File: src/rsd_pkg.sv
// ---------------------------------------------------------------------------
// rsd_pkg: shared types and constants for the RLE sprite row decoder
// Field widths, register indexes, result kinds and the config bundle.
// ---------------------------------------------------------------------------
package rsd_pkg;

    localparam int unsigned CODE_W  = 8;
    localparam int unsigned COORD_W = 16;
    localparam int unsigned LIT_W   = 7;
    localparam int unsigned CFG_IDX_W  = 2;
    localparam int unsigned CFG_DATA_W = 16;

    // configuration register indexes
    localparam logic [CFG_IDX_W-1:0] REG_ORIGIN_X = 2'd0;
    localparam logic [CFG_IDX_W-1:0] REG_ORIGIN_Y = 2'd1;
    localparam logic [CFG_IDX_W-1:0] REG_HEIGHT   = 2'd2;

    // result kinds
    localparam logic KIND_PIXEL  = 1'b0;
    localparam logic KIND_FINISH = 1'b1;

    typedef logic [COORD_W-1:0] t_coord;
    typedef logic [CODE_W-1:0]  t_code;

    // configuration seen by the decoder
    typedef struct packed {
        t_coord origin_x;
        t_coord origin_y;
        t_coord height;
        logic   restart;     // height written this cycle
        t_coord new_height;  // value being written with restart
    } t_cfg;

endpackage

File: src/rsd_ifs.sv
// ---------------------------------------------------------------------------
// rsd_ifs: handshake channels of the RLE sprite row decoder
// Code byte stream, result stream and configuration write channel.
// ---------------------------------------------------------------------------
interface rsd_code_if;
    logic                 valid;
    logic                 ready;
    logic [rsd_pkg::CODE_W-1:0] code_byte;

    modport source (output valid, output code_byte, input ready);
    modport sink   (input valid, input code_byte, output ready);
endinterface

interface rsd_pix_if;
    logic                        valid;
    logic                        ready;
    logic                        result_kind;
    logic signed [rsd_pkg::COORD_W-1:0] pixel_x;
    logic signed [rsd_pkg::COORD_W-1:0] pixel_y;
    logic [rsd_pkg::CODE_W-1:0]  color_index;

    modport source (output valid, output result_kind, output pixel_x, output pixel_y,
                    output color_index, input ready);
    modport sink   (input valid, input result_kind, input pixel_x, input pixel_y,
                    input color_index, output ready);
endinterface

interface rsd_cfg_if;
    logic                            valid;
    logic                            ready;
    logic [rsd_pkg::CFG_IDX_W-1:0]  index;
    logic [rsd_pkg::CFG_DATA_W-1:0] data;

    modport source (output valid, output index, output data, input ready);
    modport sink   (input valid, input index, input data, output ready);
endinterface

File: src/rle_sprite_row_decoder.sv
// ---------------------------------------------------------------------------
// rle_sprite_row_decoder: transparent run-length sprite decoder
// Turns a sprite byte stream into opaque pixel items and a finish item.
// ---------------------------------------------------------------------------
// Takes one stream byte per cycle while the result sink keeps up and gives
// at most one result item per byte; a byte passes through the input register
// and then the result register, and decode state updates in the single pass
// between the two. A stalled result holds the input register and then the
// byte channel. Writing the height register restarts decoding at the
// configured origin.
module rle_sprite_row_decoder (
    input  logic     i_clk,
    input  logic     i_rst_n,
    rsd_cfg_if.sink  i_cfg,
    rsd_code_if.sink i_code,
    rsd_pix_if.source o_pix
);

    rsd_pkg::t_cfg w_cfg;

    rsd_cfg_regs u_cfg_regs (
        .i_clk   (i_clk),
        .i_rst_n (i_rst_n),
        .i_cfg   (i_cfg),
        .o_cfg   (w_cfg)
    );

    rsd_decode u_decode (
        .i_clk   (i_clk),
        .i_rst_n (i_rst_n),
        .i_cfg   (w_cfg),
        .i_code  (i_code),
        .o_pix   (o_pix)
    );

endmodule

File: src/rsd_cfg_regs.sv
// ---------------------------------------------------------------------------
// rsd_cfg_regs: configuration registers
// Holds origin and height; flags a restart when the height is written.
// ---------------------------------------------------------------------------
module rsd_cfg_regs (
    input  logic            i_clk,
    input  logic            i_rst_n,
    rsd_cfg_if.sink         i_cfg,
    output rsd_pkg::t_cfg   o_cfg
);

    rsd_pkg::t_coord r_origin_x;
    rsd_pkg::t_coord r_origin_y;
    rsd_pkg::t_coord r_height;
    logic            w_wr;

    assign i_cfg.ready = 1'b1;
    assign w_wr        = i_cfg.valid & i_cfg.ready;

    always_ff @(posedge i_clk) begin
        if (!i_rst_n) begin
            r_origin_x <= '0;
            r_origin_y <= '0;
            r_height   <= '0;
        end else if (w_wr) begin
            unique case (i_cfg.index)
                rsd_pkg::REG_ORIGIN_X: r_origin_x <= i_cfg.data;
                rsd_pkg::REG_ORIGIN_Y: r_origin_y <= i_cfg.data;
                rsd_pkg::REG_HEIGHT:   r_height   <= i_cfg.data;
                default: ;  // unknown index: drop the write
            endcase
        end
    end

    always_comb begin
        o_cfg.origin_x   = r_origin_x;
        o_cfg.origin_y   = r_origin_y;
        o_cfg.height     = r_height;
        o_cfg.restart    = w_wr && (i_cfg.index == rsd_pkg::REG_HEIGHT);
        o_cfg.new_height = i_cfg.data;
    end

endmodule

File: src/rsd_decode.sv
// ---------------------------------------------------------------------------
// rsd_decode: byte decoder
// Input register, decode state and result register in one pass per item.
// ---------------------------------------------------------------------------
module rsd_decode (
    input  logic           i_clk,
    input  logic           i_rst_n,
    input  rsd_pkg::t_cfg  i_cfg,
    rsd_code_if.sink       i_code,
    rsd_pix_if.source      o_pix
);

    // input stage
    logic                 r_in_valid;
    rsd_pkg::t_code       r_in_byte;
    // decode state
    rsd_pkg::t_coord      r_cursor_x, n_cursor_x;
    rsd_pkg::t_coord      r_rows_done, n_rows_done;
    logic [rsd_pkg::LIT_W-1:0] r_lit_left, n_lit_left;
    logic                 r_finished, n_finished;
    // result stage
    logic                 r_out_valid;
    logic                 r_out_kind, n_out_kind;
    rsd_pkg::t_coord      r_out_x, n_out_x;
    rsd_pkg::t_coord      r_out_y, n_out_y;
    rsd_pkg::t_code       r_out_color, n_out_color;

    logic                 w_adv;      // result stage can take a new result
    logic                 w_exec;     // registered byte is decoded this cycle
    logic                 w_emit;
    rsd_pkg::t_coord      w_rows_inc;
    logic [8:0]           w_skip;

    assign w_adv        = !r_out_valid || o_pix.ready;
    assign w_exec       = r_in_valid && w_adv;
    assign i_code.ready = !r_in_valid || w_adv;

    assign w_rows_inc = r_rows_done + 16'd1;
    assign w_skip     = 9'd256 - {1'b0, r_in_byte};

    always_comb begin
        n_cursor_x  = r_cursor_x;
        n_rows_done = r_rows_done;
        n_lit_left  = r_lit_left;
        n_finished  = r_finished;
        w_emit      = 1'b0;
        n_out_kind  = rsd_pkg::KIND_PIXEL;
        n_out_x     = r_cursor_x;
        n_out_y     = i_cfg.origin_y + r_rows_done;
        n_out_color = r_in_byte;
        if (w_exec && !r_finished) begin
            if (r_lit_left != '0) begin
                w_emit     = 1'b1;
                n_cursor_x = r_cursor_x + 16'd1;
                n_lit_left = r_lit_left - 7'd1;
            end else if (r_in_byte == '0) begin
                // end of row
                n_rows_done = w_rows_inc;
                n_cursor_x  = i_cfg.origin_x;
                if (w_rows_inc == i_cfg.height) begin
                    n_finished  = 1'b1;
                    w_emit      = 1'b1;
                    n_out_kind  = rsd_pkg::KIND_FINISH;
                    n_out_x     = '0;
                    n_out_y     = '0;
                    n_out_color = '0;
                end
            end else if (!r_in_byte[7]) begin
                n_lit_left = r_in_byte[rsd_pkg::LIT_W-1:0];
            end else begin
                // transparent skip by the magnitude
                n_cursor_x = r_cursor_x + {7'd0, w_skip};
            end
        end
        if (i_cfg.restart) begin
            n_cursor_x  = i_cfg.origin_x;
            n_rows_done = '0;
            n_lit_left  = '0;
            n_finished  = (i_cfg.new_height == '0);
        end
    end

    always_ff @(posedge i_clk) begin
        if (!i_rst_n) begin
            r_in_valid  <= 1'b0;
            r_out_valid <= 1'b0;
            r_cursor_x  <= '0;
            r_rows_done <= '0;
            r_lit_left  <= '0;
            r_finished  <= 1'b1;
        end else begin
            if (i_code.ready) begin
                r_in_valid <= i_code.valid;
            end
            if (w_emit) begin
                r_out_valid <= 1'b1;
            end else if (o_pix.ready) begin
                r_out_valid <= 1'b0;
            end
            r_cursor_x  <= n_cursor_x;
            r_rows_done <= n_rows_done;
            r_lit_left  <= n_lit_left;
            r_finished  <= n_finished;
        end
    end

    always_ff @(posedge i_clk) begin
        if (i_code.ready && i_code.valid) begin
            r_in_byte <= i_code.code_byte;
        end
        if (w_emit) begin
            r_out_kind  <= n_out_kind;
            r_out_x     <= n_out_x;
            r_out_y     <= n_out_y;
            r_out_color <= n_out_color;
        end
    end

    assign o_pix.valid       = r_out_valid;
    assign o_pix.result_kind = r_out_kind;
    assign o_pix.pixel_x     = r_out_x;
    assign o_pix.pixel_y     = r_out_y;
    assign o_pix.color_index = r_out_color;

endmodule

File: src/flat_wrapper.sv
// flat-port wrapper written by rule: the top's interface ports become plain ports
module rle_sprite_row_decoder_flat 
  (i_clk, i_rst_n, i_cfg_valid, i_cfg_index, i_cfg_data, i_cfg_ready, i_code_valid, i_code_code_byte, i_code_ready, o_pix_valid, o_pix_result_kind, o_pix_pixel_x, o_pix_pixel_y, o_pix_color_index, o_pix_ready);
  rsd_cfg_if i_cfg_i ();
  rsd_code_if i_code_i ();
  rsd_pix_if o_pix_i ();
  input  logic i_clk;
  input  logic i_rst_n;
  input wire logic [$bits(i_cfg_i.valid)-1:0] i_cfg_valid;
  input wire logic [$bits(i_cfg_i.index)-1:0] i_cfg_index;
  input wire logic [$bits(i_cfg_i.data)-1:0] i_cfg_data;
  output wire logic [$bits(i_cfg_i.ready)-1:0] i_cfg_ready;
  input wire logic [$bits(i_code_i.valid)-1:0] i_code_valid;
  input wire logic [$bits(i_code_i.code_byte)-1:0] i_code_code_byte;
  output wire logic [$bits(i_code_i.ready)-1:0] i_code_ready;
  output wire logic [$bits(o_pix_i.valid)-1:0] o_pix_valid;
  output wire logic [$bits(o_pix_i.result_kind)-1:0] o_pix_result_kind;
  output wire logic [$bits(o_pix_i.pixel_x)-1:0] o_pix_pixel_x;
  output wire logic [$bits(o_pix_i.pixel_y)-1:0] o_pix_pixel_y;
  output wire logic [$bits(o_pix_i.color_index)-1:0] o_pix_color_index;
  input wire logic [$bits(o_pix_i.ready)-1:0] o_pix_ready;
  assign i_cfg_i.valid = i_cfg_valid;
  assign i_cfg_i.index = i_cfg_index;
  assign i_cfg_i.data = i_cfg_data;
  assign i_cfg_ready = i_cfg_i.ready;
  assign i_code_i.valid = i_code_valid;
  assign i_code_i.code_byte = i_code_code_byte;
  assign i_code_ready = i_code_i.ready;
  assign o_pix_valid = o_pix_i.valid;
  assign o_pix_result_kind = o_pix_i.result_kind;
  assign o_pix_pixel_x = o_pix_i.pixel_x;
  assign o_pix_pixel_y = o_pix_i.pixel_y;
  assign o_pix_color_index = o_pix_i.color_index;
  assign o_pix_i.ready = o_pix_ready;
  rle_sprite_row_decoder u_core (.i_clk(i_clk), .i_rst_n(i_rst_n), .i_cfg(i_cfg_i), .i_code(i_code_i), .o_pix(o_pix_i));
endmodule
File: config.mk
export PLATFORM = sky130hd
export DESIGN_NAME = rle_sprite_row_decoder_flat
export DESIGN_NICKNAME = d
export VERILOG_FILES = /design/src/rsd_pkg.sv /design/src/rsd_ifs.sv /design/src/rle_sprite_row_decoder.sv /design/src/rsd_cfg_regs.sv /design/src/rsd_decode.sv /design/src/flat_wrapper.sv
export SDC_FILE = /design/constraint.sdc
export NUM_CORES = 1
export LEC_CHECK = 0
export BUFFER_PORTS_ARGS = -buffer_cell sky130_fd_sc_hd__buf_2
export CORE_ASPECT_RATIO = 0.8
export CORE_MARGIN = 10
export CORE_UTILIZATION = 55
export DETAILED_ROUTE_END_ITERATION = 16
export PLACE_DENSITY = 0.75
export SLEW_MARGIN = 20
export SYNTH_ARGS = -nofsm -noshare
export SYNTH_HDL_FRONTEND = slang
export SYNTH_HIERARCHICAL = 1
export SYNTH_SLANG_ARGS = --single-unit
File: constraint.sdc
create_clock -name i_clk -period 9.53 [get_ports i_clk]
set_clock_uncertainty 0.2 [all_clocks]
set_input_delay 1.4295 -clock i_clk [delete_from_list [all_inputs] [get_ports i_clk]]
set_output_delay 1.4295 -clock i_clk [all_outputs]
set_load 0.05 [all_outputs]
==> out/summary.txt, run 1 <==
final-report hold violation count: 0
initial core utilization: 0.563
CP Class: in2reg
normalized max-slew margin: 0.283
H-tree Lvls: 4
Seq/Total Area, Yosys: 0.405
initial antenna violation count: 0
# port buffers: 73
synthesis-stage register bit count: 139
n_diodes: 0
peak supply drop: 0.125 mV
hold path depth: 2
area grow syn2layout: 9.90%
commonest cells after routing, fill and taps aside: nand2_1 (112), dfxtp_1 (90), nor2_1 (75)
placed cell areas: 8310 sq um
minimum clock period: 4.99 ns
IO Count: 75
first-iteration detailed-routing DRC count: 839
syn_area_per_cell: 9.20 sq um
die area: 20000 sq um
Worst EP required: 9.62 ns
R2R depth: 11
Post-synth ARST share: 0
num rows: 39
Residual DRC: 0
share of layout cells above drive strength 1: 0.142
die height: 128 um
Final Routed Wirelength: 20.7 mm
reg2reg start: u_core/u_decode/r_in_byte[0]$_DFFE_PP_
DP HPWL: 14.9 mm
TritonCTS clock tree: done
# hold bufs at CTS: 0
Num CTS Buffers: 17
critical path startpoint category: input pin
setup TNS: 0 ns
Post-synth EDFFs: 49
Worst Hold Class: reg2reg
CTS Sinks: 139
1st-pass router iterations: 6
synthesized net count: 940
HP Start: u_core/u_cfg_regs/r_origin_x[0]$_SDFFE_PN0P_
Clock Path Buffers: 2
Root Driver: clkbuf_16
ANT nets after route: 0
MaxCap Viol Count: 0
largest net degree at the start of global routing: 81
via count: 6755
Final WS setup: 4.54 ns
Worst-path clk slew: 0.06 ns
drt wl/cell: 18.7 um
cts repair resizes: 0
Worst-Skew Late Latency: 0.42 ns
outcome: finished, final reports clean
RSZ-0062 raised after global routing: false
cell area after synthesis: 8080 sq um
Post-CTS Setup Bufs: 0
Cell Pwr Density: 159 nW/um^2
layout net count: 973
Final period util: 0.523
prevailing post-synth register cell: dfxtp_1
post-route cell area: 8880 sq um
remaining global-route overflow: 0
hold slack: 0.272 ns
Syn Inst Count: 878
number of vias per cell: 6.10
f_max: 200 MHz
crit path max fanout: 27
Critical Path Sink Type: flip-flop
count of cell types in the netlist: 75
worst slew pin tran: 1.07 ns
Leak: 3.58 nW
CP Launch Point: i_cfg_index[0]
Placer Congestion: 0.980
final number of max-transition violations: 0
most common cell after layout, fill and taps aside: nand2_1
dpl ws: 4.40 ns
Power Total: 1.41 mW
YS warnings: 6
Worst EP arrival: 5.08 ns
vias in the first global route: 6119
Core Region: 14300 sq um
final setup vio count: 0
GRT Total Usage: 0.206
first-pass GRT wire length: 33.0 mm
Die X: 156 um
## sequential cells by signal, indices dropped and copies added, names as in the netlist
| register | flops |
|---|---|
| u_core/u_cfg_regs/r_height | 16 |
| u_core/u_cfg_regs/r_origin_x | 16 |
| u_core/u_cfg_regs/r_origin_y | 16 |
| u_core/u_decode/o_pix.color_index | 8 |
| u_core/u_decode/o_pix.pixel_x | 16 |
| u_core/u_decode/o_pix.pixel_y | 16 |
| u_core/u_decode/o_pix.result_kind | 1 |
| u_core/u_decode/o_pix.valid | 1 |
| u_core/u_decode/r_cursor_x | 16 |
| u_core/u_decode/r_finished | 1 |
| u_core/u_decode/r_in_byte | 8 |
| u_core/u_decode/r_in_valid | 1 |
| u_core/u_decode/r_lit_left | 7 |
| u_core/u_decode/r_rows_done | 16 |
## path summary, 6_finish.rpt
path	to	slack, ns
min reg2reg	u_core/u_cfg_regs/r_origin_x[0]$_SDFFE_PN0P_	0.27
max reg2reg	u_core/u_decode/o_pix.pixel_y[7]$_DFFE_PP_	5.41
min	u_core/u_cfg_regs/r_origin_x[0]$_SDFFE_PN0P_	0.27
max	u_core/u_decode/r_cursor_x[7]$_SDFFE_PN0P_	4.54
## Yosys cell counts (3+ instances only)
master / count / area, sq um
clkbuf_1: 21 / 78.8
xnor2_1: 27 / 236
nor4b_1: 4 / 35.0
mux2i_1: 52 / 521
o31ai_1: 6 / 45.0
a211oi_1: 13 / 97.6
nor3b_1: 3 / 22.5
and2_1: 5 / 31.3
nor3b_2: 3 / 37.5
nand2_1: 112 / 420
o31a_1: 4 / 35.0
o2111ai_1: 3 / 26.3
nand3b_1: 6 / 45.0
nor3_1: 19 / 95.1
nand4_1: 11 / 68.8
buf_4: 19 / 143
dfxtp_1: 90 / 1800
nor4_1: 9 / 56.3
ha_1: 29 / 363
nor2b_1: 22 / 138
inv_1: 22 / 82.6
nor2_1: 75 / 282
a21oi_1: 49 / 245
a31oi_1: 12 / 75.1
o21ai_0: 30 / 150
buf_6: 7 / 78.8
nand2b_1: 6 / 37.5
buf_2: 15 / 75.1
o221ai_1: 7 / 61.3
edfxtp_1: 49 / 1470
a21o_1: 7 / 52.6
nand3_1: 26 / 130
xor2_1: 34 / 298
and4_1: 7 / 61.3
and3_1: 8 / 50.1
or3_1: 5 / 31.3
o211ai_1: 10 / 75.1
## stage by stage
stage          std cells  utilization
2_1_floorplan        878            -
3_3_place_gp        1076        0.579
3_5_place_dp        1076        0.579
4_1_cts             1108        0.619
5_1_grt             1108        0.619
6_report            1108        0.619
## area by class of cell
type	count	area, sq um
flip-flops and latches	139	3270
fillers	1251	5470
inverters	22	82.6
well taps	184	230
clock buffers	18	439
clock inverters	14	133
repair buffers	79	410
multi-input cells	652	4310
## worst max-delay path, cell delays in order
cell and delay (ns):
buf_2 0.11, nand3b_1 0.78, inv_1 0.88, inv_1 0.41, nand2_1 0.85, nor2_1 0.22
a32oi_1 0.23, o21ai_0 0.14
## cell families after synthesis
logic type | share of synthesized area
xor+xnor | 0.0681
compound gates | 0.139
buf+inv | 0.0635
fa+ha+maj | 0.0499
other cells | 0.000464
mux | 0.0644
flops | 0.405
simple gates | 0.209
## report_power, final
part	leakage (nW)	switching [mW]	internal [mW]
logic	2.13	0.0713	0.0464
registers	1.18	0.0202	0.627
clock network	0.281	0.273	0.371
## routing by layer
metal / vias to the layer above / share of wire / wire length (um) / global-route usage
li1: 3223 / - / - / -
met1: 3199 / 0.48 / 9930 / 0.303
met2: 313 / 0.41 / 8430 / 0.288
met3: 20 / 0.11 / 2200 / 0.0636
met4: 0 / 0.0085 / 176 / 0.0445
met5: - / 0 / 0 / 0
No activity file was read; power rests on OpenSTA's default activity.
==> run 2, diff against run 1 <==
--- a/config.mk
+++ b/config.mk
@@ -8,9 +8,9 @@
 export BUFFER_PORTS_ARGS = -buffer_cell sky130_fd_sc_hd__buf_2
 export CORE_ASPECT_RATIO = 0.8
 export CORE_MARGIN = 10
-export CORE_UTILIZATION = 55
+export CORE_UTILIZATION = 54
 export DETAILED_ROUTE_END_ITERATION = 16
-export PLACE_DENSITY = 0.75
+export PLACE_DENSITY = 0.76
 export SLEW_MARGIN = 20
 export SYNTH_ARGS = -nofsm -noshare
 export SYNTH_HDL_FRONTEND = slang
==> constraint.sdc (replaced) <==
create_clock -name i_clk -period 4.06 [get_ports i_clk]
set_clock_uncertainty 0.2 [all_clocks]
set_input_delay 0.609 -clock i_clk [delete_from_list [all_inputs] [get_ports i_clk]]
set_output_delay 0.609 -clock i_clk [all_outputs]
set_load 0.05 [all_outputs]
==> run 2 against run 1 <==
Net effect: sequential share of layout area fell by 0.22 points; setup slack got worse by 4.1 ns; highest routed layer unchanged; cell count rose by 0.45%; critical endpoint is now u_core/u_decode/o_pix.pixel_x[4]$_DFFE_PP_.
==> out/summary.txt, run 2 (synthesized netlist as in run 1, its figures left out) <==
final setup vio count: 0
H-tree Lvls: 4
Leak: 3.61 nW
RSZ-0062 raised after global routing: false
ANT nets after route: 0
CP Class: reg2reg
hold slack: 0.153 ns
die height: 129 um
minimum clock period: 3.66 ns
Worst EP arrival: 3.58 ns
met1 GRT Util: 0.305
Worst Hold Class: in2reg
Placer Congestion: 0.955
largest net degree at the start of global routing: 44
# hold bufs at CTS: 0
normalized max-slew margin: 0.430
initial core utilization: 0.557
vias in the first global route: 6242
via count: 6769
Num CTS Buffers: 17
TritonCTS clock tree: done
Die X: 157 um
final-report hold violation count: 0
Core Region: 14500 sq um
die area: 20300 sq um
first-pass GRT wire length: 33.7 mm
MaxCap Viol Count: 0
1st-pass router iterations: 6
Final Routed Wirelength: 20.9 mm
Post-CTS Setup Bufs: 0
gr busiest metal: met1
IO Count: 75
f_max: 273 MHz
remaining global-route overflow: 0
post-route core utilization: 0.616
area grow syn2layout: 10.5%
Root Driver: clkbuf_16
GRT Total Usage: 0.208
reg2reg start: u_core/u_decode/r_rows_done[0]$_SDFFE_PP0P_
met2 GRT Util: 0.298
Worst R2R End: u_core/u_decode/o_pix.pixel_x[4]$_DFFE_PP_
Worst Setup EP: u_core/u_decode/o_pix.pixel_x[4]$_DFFE_PP_
drt wl/cell: 18.8 um
# port buffers: 73
outcome: finished, final reports clean
CTS Sinks: 139
Worst EP required: 3.98 ns
Clock Path Buffers: 2
Power Total: 3.29 mW
DP HPWL: 15.4 mm
crit path max fanout: 31
final number of max-transition violations: 0
layout net count: 978
Fillers: 1233
number of vias per cell: 6.08
most common cell after layout, fill and taps aside: nand2_1
initial antenna violation count: 1
worst slew pin tran: 0.855 ns
share of layout cells above drive strength 1: 0.142
Residual DRC: 0
Final WS setup: 0.403 ns
Worst R2R Setup Slack: 0.40 ns
met3 Usage GRT: 0.0542
Cell Pwr Density: 369 nW/um^2
commonest cells after routing, fill and taps aside: nand2_1 (112), dfxtp_1 (90), nor2_1 (75)
Final period util: 0.901
peak supply drop: 0.322 mV
critical path startpoint category: flip-flop
R2R depth: 9
hold path depth: 1
setup TNS: 0 ns
num rows: 39
first-iteration detailed-routing DRC count: 712
cts repair resizes: 0
n_diodes: 0
CP Launch Point: u_core/u_decode/r_rows_done[0]$_SDFFE_PP0P_
Critical Path Sink Type: flip-flop
Worst-path clk slew: 0.06 ns
Worst-Skew Late Latency: 0.43 ns
dpl ws: 0.455 ns
## run 2: cell count changes in the layout (fill, tap and decap cells not counted), sizes merged
cell    before  now
clkbuf      18   17
bufinv       1    2
buf         79   84
clkinv       3   11
inv         30   22
## run 2: power breakdown
| part | total, mW | internal (mW) | switching (mW) |
|---|---|---|---|
| logic | 0.284 | 0.111 | 0.173 |
| clock network | 1.49 | 0.888 | 0.603 |
| registers | 1.52 | 1.47 | 0.0432 |
## run 2: cell type report
type | count | area [sq um] | area share
Sequential cell | 139 | 3270 | 0.366
Multi-Input combinational cell | 652 | 4310 | 0.483
Clock inverter | 15 | 133 | 0.0149
Inverter | 22 | 82.6 | 0.00925
Timing Repair Buffer | 84 | 477 | 0.0534
Tap cell | 184 | 230 | 0.0258
Clock buffer | 17 | 425 | 0.0476
## run 2: worst min path at each step
| stage | startpoint | endpoint |
|---|---|---|
| detailed placement | u_core/u_cfg_regs/r_origin_x[0]$_SDFFE_PN0P_ | u_core/u_cfg_regs/r_origin_x[0]$_SDFFE_PN0P_ |
| CTS | i_code_code_byte[4] | u_core/u_decode/r_in_byte[4]$_DFFE_PP_ |
| global route | i_code_code_byte[5] | u_core/u_decode/r_in_byte[5]$_DFFE_PP_ |
| global placement | u_core/u_cfg_regs/r_origin_x[14]$_SDFFE_PN0P_ | u_core/u_cfg_regs/r_origin_x[14]$_SDFFE_PN0P_ |
| floorplan | u_core/u_cfg_regs/r_origin_x[14]$_SDFFE_PN0P_ | u_core/u_cfg_regs/r_origin_x[14]$_SDFFE_PN0P_ |
| finish | i_code_code_byte[6] | u_core/u_decode/r_in_byte[6]$_DFFE_PP_ |
## run 2: metal layers
| layer | routed length (um) | share of wire |
|---|---|---|
| met2 | 8660 | 0.41 |
| met1 | 10100 | 0.48 |
| met4 | 175 | 0.0084 |
| met3 | 1980 | 0.095 |
| met5 | 0 | 0 |
## run 2: metrics by stage
stage / instances / instance area, sq um
5_1_grt: 1113 / 8930
3_5_place_dp: 1080 / 8360
4_1_cts: 1112 / 8920
3_3_place_gp: 1080 / 8360
6_report: 1113 / 8930
2_1_floorplan: 878 / 8080
## run 2: worst max-delay path, cell delays in order (launching register included)
cell and delay [ns]:
dfxtp_1 0.45, ha_1 0.33, and4_1 0.48, and4_1 0.29, xnor2_1 0.14, o211ai_1 0.14, nor4_1 0.36, nand3_1 0.22
a21oi_4 0.45, buf_12 0.28
